===== config.mk =====
export PLATFORM = sky130hd
export DESIGN_NAME = sef_mac
export DESIGN_NICKNAME = d
export VERILOG_FILES = /design/src/rtl/core/sef_pkg.sv /design/src/rtl/core/sef_mac.sv
export SDC_FILE = /design/constraint.sdc
export NUM_CORES = 2
export LEC_CHECK = 0
export BUFFER_PORTS_ARGS = -buffer_cell sky130_fd_sc_hd__buf_2
export CAP_MARGIN = 40
export CORE_ASPECT_RATIO = 1.1
export CORE_MARGIN = 2
export CORE_UTILIZATION = 55
export CTS_CLUSTER_SIZE = 16
export DETAILED_ROUTE_END_ITERATION = 7
export PLACE_DENSITY_LB_ADDON = 0.2
export REMOVE_ABC_BUFFERS = 1
export SYNTH_ARGS = -nofsm -noshare
export SYNTH_HDL_FRONTEND = slang
export SYNTH_SLANG_ARGS = --single-unit

===== constraint.sdc =====
create_clock -name clk -period 4.2 [get_ports clk]
set_input_delay 0.21 -clock clk [delete_from_list [all_inputs] [get_ports clk]]
set_output_delay 0.21 -clock clk [all_outputs]
set_load 0.01 [all_outputs]

===== src/rtl/core/sef_pkg.sv =====
`timescale 1ns / 1ps
package sef_pkg;

	localparam int RING_DEPTH = 65536;
	localparam int MAX_TAPS   = 64;

	localparam int RING_AW   = $clog2(RING_DEPTH);
	localparam int TAP_AW    = (MAX_TAPS > 1) ? $clog2(MAX_TAPS) : 1;
	localparam int CNT_W     = TAP_AW + 1;
	localparam int SAMPLE_W  = 24;
	localparam int COEF_W    = 24;
	localparam int DELAY_W   = 16;
	localparam int IDX_W     = 6;
	localparam int CFG_W     = 7;
	localparam int PROD_W    = SAMPLE_W + COEF_W;
	localparam int ACC_W     = PROD_W + TAP_AW + 2;
	localparam int FRAC_DROP = 20;
	localparam int RING_W    = 2 * SAMPLE_W;
	localparam int TAP_W     = DELAY_W + COEF_W;

	localparam int SAMPLE_MAX = 8388607;
	localparam int SAMPLE_MIN = -8388608;

	localparam logic [1:0] KIND_SAMPLE  = 2'd0;
	localparam logic [1:0] KIND_LOAD_FF = 2'd1;
	localparam logic [1:0] KIND_LOAD_FB = 2'd2;

	localparam logic REG_FF_COUNT = 1'b0;
	localparam logic REG_FB_COUNT = 1'b1;

	typedef struct packed {
		logic [1:0]                 kind;
		logic signed [SAMPLE_W-1:0] sample_in;
		logic [IDX_W-1:0]           tap_index;
		logic [DELAY_W-1:0]         tap_delay;
		logic signed [COEF_W-1:0]   tap_coef;
	} item_t;

	typedef struct packed {
		logic signed [SAMPLE_W-1:0] filtered_out;
		logic                       saturated;
	} result_t;

	// one tap operation leaving the ring read stage
	typedef struct packed {
		logic                     valid;
		logic                     fb;
		logic signed [COEF_W-1:0] coef;
		logic [RING_AW-1:0]       addr;
	} mac_op_t;

endpackage


===== src/rtl/core/sef_mac.sv =====
`timescale 1ns / 1ps
module sef_mac (
	input  logic                                  clk,
	input  logic                                  arst_n,
	input  logic                                  clear,
	input  sef_pkg::mac_op_t                      op,
	input  logic [sef_pkg::RING_W-1:0]            ring_word,
	input  logic [sef_pkg::RING_AW-1:0]           wpos,
	input  logic signed [sef_pkg::SAMPLE_W-1:0]   sample,
	input  logic                                  wrapped,
	output logic                                  busy,
	output logic signed [sef_pkg::ACC_W-1:0]      acc
);
	import sef_pkg::*;

	logic                       written;
	logic                       hit_cur;
	logic signed [SAMPLE_W-1:0] in_half;
	logic signed [SAMPLE_W-1:0] out_half;
	logic signed [SAMPLE_W-1:0] operand;
	logic signed [PROD_W-1:0]   prod_s3;
	logic                       v_s3;
	logic signed [ACC_W-1:0]    acc_q;

	assign in_half  = ring_word[RING_W-1:SAMPLE_W];
	assign out_half = ring_word[SAMPLE_W-1:0];

	// slots not yet written since reset read as zero (fill count = wpos until wrap)
	assign written = wrapped || (op.addr < wpos);
	assign hit_cur = (op.addr == wpos);

	always_comb begin
		if (op.fb) begin
			operand = written ? out_half : '0;
		end else if (hit_cur) begin
			operand = sample;
		end else begin
			operand = written ? in_half : '0;
		end
	end

	always_ff @(posedge clk) begin
		prod_s3 <= operand * op.coef;
	end

	always_ff @(posedge clk or negedge arst_n) begin
		if (!arst_n) begin
			v_s3  <= 1'b0;
			acc_q <= '0;
		end else begin
			v_s3 <= op.valid;
			if (clear) begin
				acc_q <= '0;
			end else if (v_s3) begin
				acc_q <= acc_q + ACC_W'(prod_s3);
			end
		end
	end

	assign busy = v_s3;
	assign acc  = acc_q;

endmodule


==> flow_summary.ini <==
[outcome]
status = finished with violations
violations = DRC, setup timing

[min_path]
min_path_type = in2reg

[logic_synthesis]
yosysWarnings = 0
ys_seq_elements = 105
synthDistinctLibCells = 79
synth_area_um2 = 28690
synth_edf_count = 0
synthArstFlopShare = 0.5429
netlist_instances = 3134
synth-main-ff-cell = dfrtp_1
ys_seq_area_frac = 0.08321
avgSynthCellArea_um2 = 9.154

[floorplan]
die_area_um2 = 54010
coreArea_um2 = 51380
die-width_um = 221.8
io-pin-count = 191
start_util = 0.5584
die_h_um = 243.5
rows = 87

[timing]
hold_violations = 0
worst_pin_slew_ns = 0.8984
setup_viol = 44
post-route-period-util = 2.041
drv_slew = 0
finClkSkew_ns = 0.007645
rsz0062_at_grt = true
slew_headroom = 0.3988
fin_crit_ns = 8.574
clock.fmax_mhz = 116.6
setup_ws_ns = -4.374

[cts]
cts_max_path_buffers = 2
h-tree-depth = 3
numCtsBuffers = 9
cts_root_buf = clkbuf_16
cts_sinks = 105
path_clk_slew_ns = 0.07
cts_tree = built
worst_skew_pair.late_latency_ns = 0.35

[route]
drc = 12
wl_per_cell_um = 19.36
wl_met3_um = 5070
dr_wl_met2_um = 41820
post_drt_via_cell_ratio = 5.490
drtPass1Iterations = 7
top_layer = met4
wirelength_met1_um = 33330
ant_nets = 0
dr_total_vias = 23470
drtIter0Drc = 1339
wl_um = 82760

[setup_path]
end_kind = flop
critPathKind = in2reg
startpoint_type = input pin
worstPathRequired_ns = 4.45
arrival_ns = 8.82
critical_path_peak_fanout = 8
crit_top_cell = fa_1
crit_path_max_incr_delay_ns = 0.61
critical_path.slowest_cell = fa_1

[place]
dpl.cell_count = 4201
io_buffers = 190
place_area_um2 = 32760
hpwlAfterDp_um = 69730
routabilityCongestion = 0.9788

[flow_run]
max_cap_violations = 0

[global_routing]
grt_overflow_total = 0
grt_pass1_wl_um = 132400
grt_antenna_before_repair = 5
grt_max_degree = 43
grt_pass1_vias = 25660
grt_usage = 0.3091

[final_layout]
stdcell_count = 4275
register_area_um2 = 2389
final_nets = 4545
multi_input_area_um2 = 24530
fillers = 4020
final_area_um2 = 35030
area_growth_pct = 22.09
drive_above_1_share = 0.2240
==> state kept, by name, indices dropped and copies added (netlist names) <==
name and count:
prod_s3 48, busy 1, acc 56
==> metal layers <==
layer | track usage | up-vias
met1 | 0.3923 | 11960
met3 | 0.04161 | 136
met4 | 0.09638 | 0
met2 | 0.5494 | 759
met5 | 0 | -
li1 | - | 10610
==> path summary, 6_finish.rpt <==
check | from | to | slack [ns] | depth (start not counted)
max | wpos[1] | prod_s3[42] | -4.37 | 39
min | op[16] | prod_s3[0] | 0.29 | 2
max reg2reg | acc[25] | acc[49] | 0.66 | 10
min reg2reg | acc[47] | acc[47] | 0.53 | 2
max in group asynchronous | arst_n | acc[28] | 2.96 | 3
min in group asynchronous | arst_n | acc[54] | 0.35 | 2
==> repair_timing <==
action | CTS | global route
hold endpoints to repair | 22 | 0
setup endpoints to repair | 45 | 45
hold buffers | 2 | 0
pin swaps | 47 | 76
setup buffers | 25 | 29
cloned | 1 | 1
gates resized for setup | 133 | 159
==> cell usage after synthesis (21+ instances only) <==
| cell | n | area share |
|---|---|---|
| inv_1 | 625 | 0.082 |
| fa_1 | 608 | 0.42 |
| nand2_1 | 383 | 0.050 |
| and2_1 | 283 | 0.062 |
| ha_1 | 205 | 0.089 |
| a21oi_1 | 116 | 0.020 |
| clkbuf_1 | 94 | 0.012 |
| nor2_1 | 84 | 0.011 |
| dfrtp_1 | 57 | 0.050 |
| o21ai_0 | 56 | 0.0098 |
| xnor2_1 | 56 | 0.017 |
| a21o_1 | 54 | 0.014 |
| dfxtp_1 | 48 | 0.033 |
| mux2i_1 | 47 | 0.016 |
| buf_2 | 43 | 0.0075 |
| xor2_1 | 32 | 0.0098 |
| nor2b_1 | 26 | 0.0057 |
| o21a_1 | 25 | 0.0065 |
| nor3_1 | 23 | 0.0040 |
| nand3_1 | 21 | 0.0037 |
==> through the flow <==
| step | setup WS, ns | utilization | hold WS, ns | setup TNS (ns) |
|---|---|---|---|---|
| final | -4.374 | 0.6818 | 0.2871 | -155.25 |
| after global routing | -4.633 | 0.6818 | 0.2680 | -164.64 |
| after CTS | -4.348 | 0.6629 | 0.2657 | -149.76 |
| after detailed placement | -5.071 | 0.6376 | 0.2077 | -175.74 |
| after global placement | -5.092 | 0.6376 | 0.2033 | -174.47 |
| after floorplan | -9.735 | - | -0.08559 | -388.19 |
==> worst max-delay path, delay by kind of cell <==
| family | cells | cell delay, ns |
|---|---|---|
| AND/OR/NAND/NOR | 4 | 0.53 |
| adder cells (fa/ha/maj) | 9 | 4.09 |
| XOR/XNOR | 1 | 0.11 |
| AO/OA/AOI/OAI | 11 | 2.03 |
| buffers and inverters | 14 | 1.81 |
==> cells in the final DEF, fill, tap and decap left out, types with 9 or more instances in the layout <==
cell type / n
buf_8: 9
o211ai_1: 10
o21a_1: 25
and2_4: 9
o21ai_1: 15
and3_1: 11
o21bai_1: 13
clkbuf_16: 10
o32ai_4: 16
xnor2_1: 52
fa_1: 594
o31ai_1: 10
ha_4: 31
a21o_1: 54
and2_1: 274
nor3_1: 19
dfrtp_1: 56
buf_6: 49
a21oi_2: 11
inv_1: 604
a21oi_1: 103
nand4_1: 20
o21ai_0: 47
mux2i_1: 44
nor2_1: 77
nand3_1: 20
dfxtp_1: 48
buf_2: 188
buf_12: 25
nand2b_1: 14
ha_1: 172
a211oi_1: 10
fa_2: 14
xor2_1: 31
nand2_1: 371
nor2b_1: 25
inv_2: 21
buf_4: 323
==> layout make-up <==
type,count,share of cell area
Multi-Input combinational cell,2258,0.7002
Timing Repair Buffer,598,0.1321
Inverter,626,0.06715
Antenna cell,5,0.0003572
Clock inverter,6,0.001393
Sequential cell,105,0.06819
Clock buffer,10,0.006822
Tap cell,667,0.02382
==> cell families (layout without fill, tap and decap cells) <==
| kind of cell | count (synthesis) | after routing | share of synthesized area |
|---|---|---|---|
| AOI/OAI and AO/OA | 405 | 405 | 0.09987 |
| xor gates and xnor gates | 88 | 88 | 0.02686 |
| adders and majority gates | 813 | 813 | 0.5137 |
| buffers and inverters | 771 | 1240 | 0.1029 |
| DFF | 105 | 105 | 0.08321 |
| muxes | 48 | 48 | 0.01679 |
| other | 0 | 5 | 0 |
| and+or+nand+nor | 904 | 904 | 0.1567 |
Power is left out: the tool's default activity adds up to more than one toggle a clock period on the data nets, which glitch-free logic cannot reach.
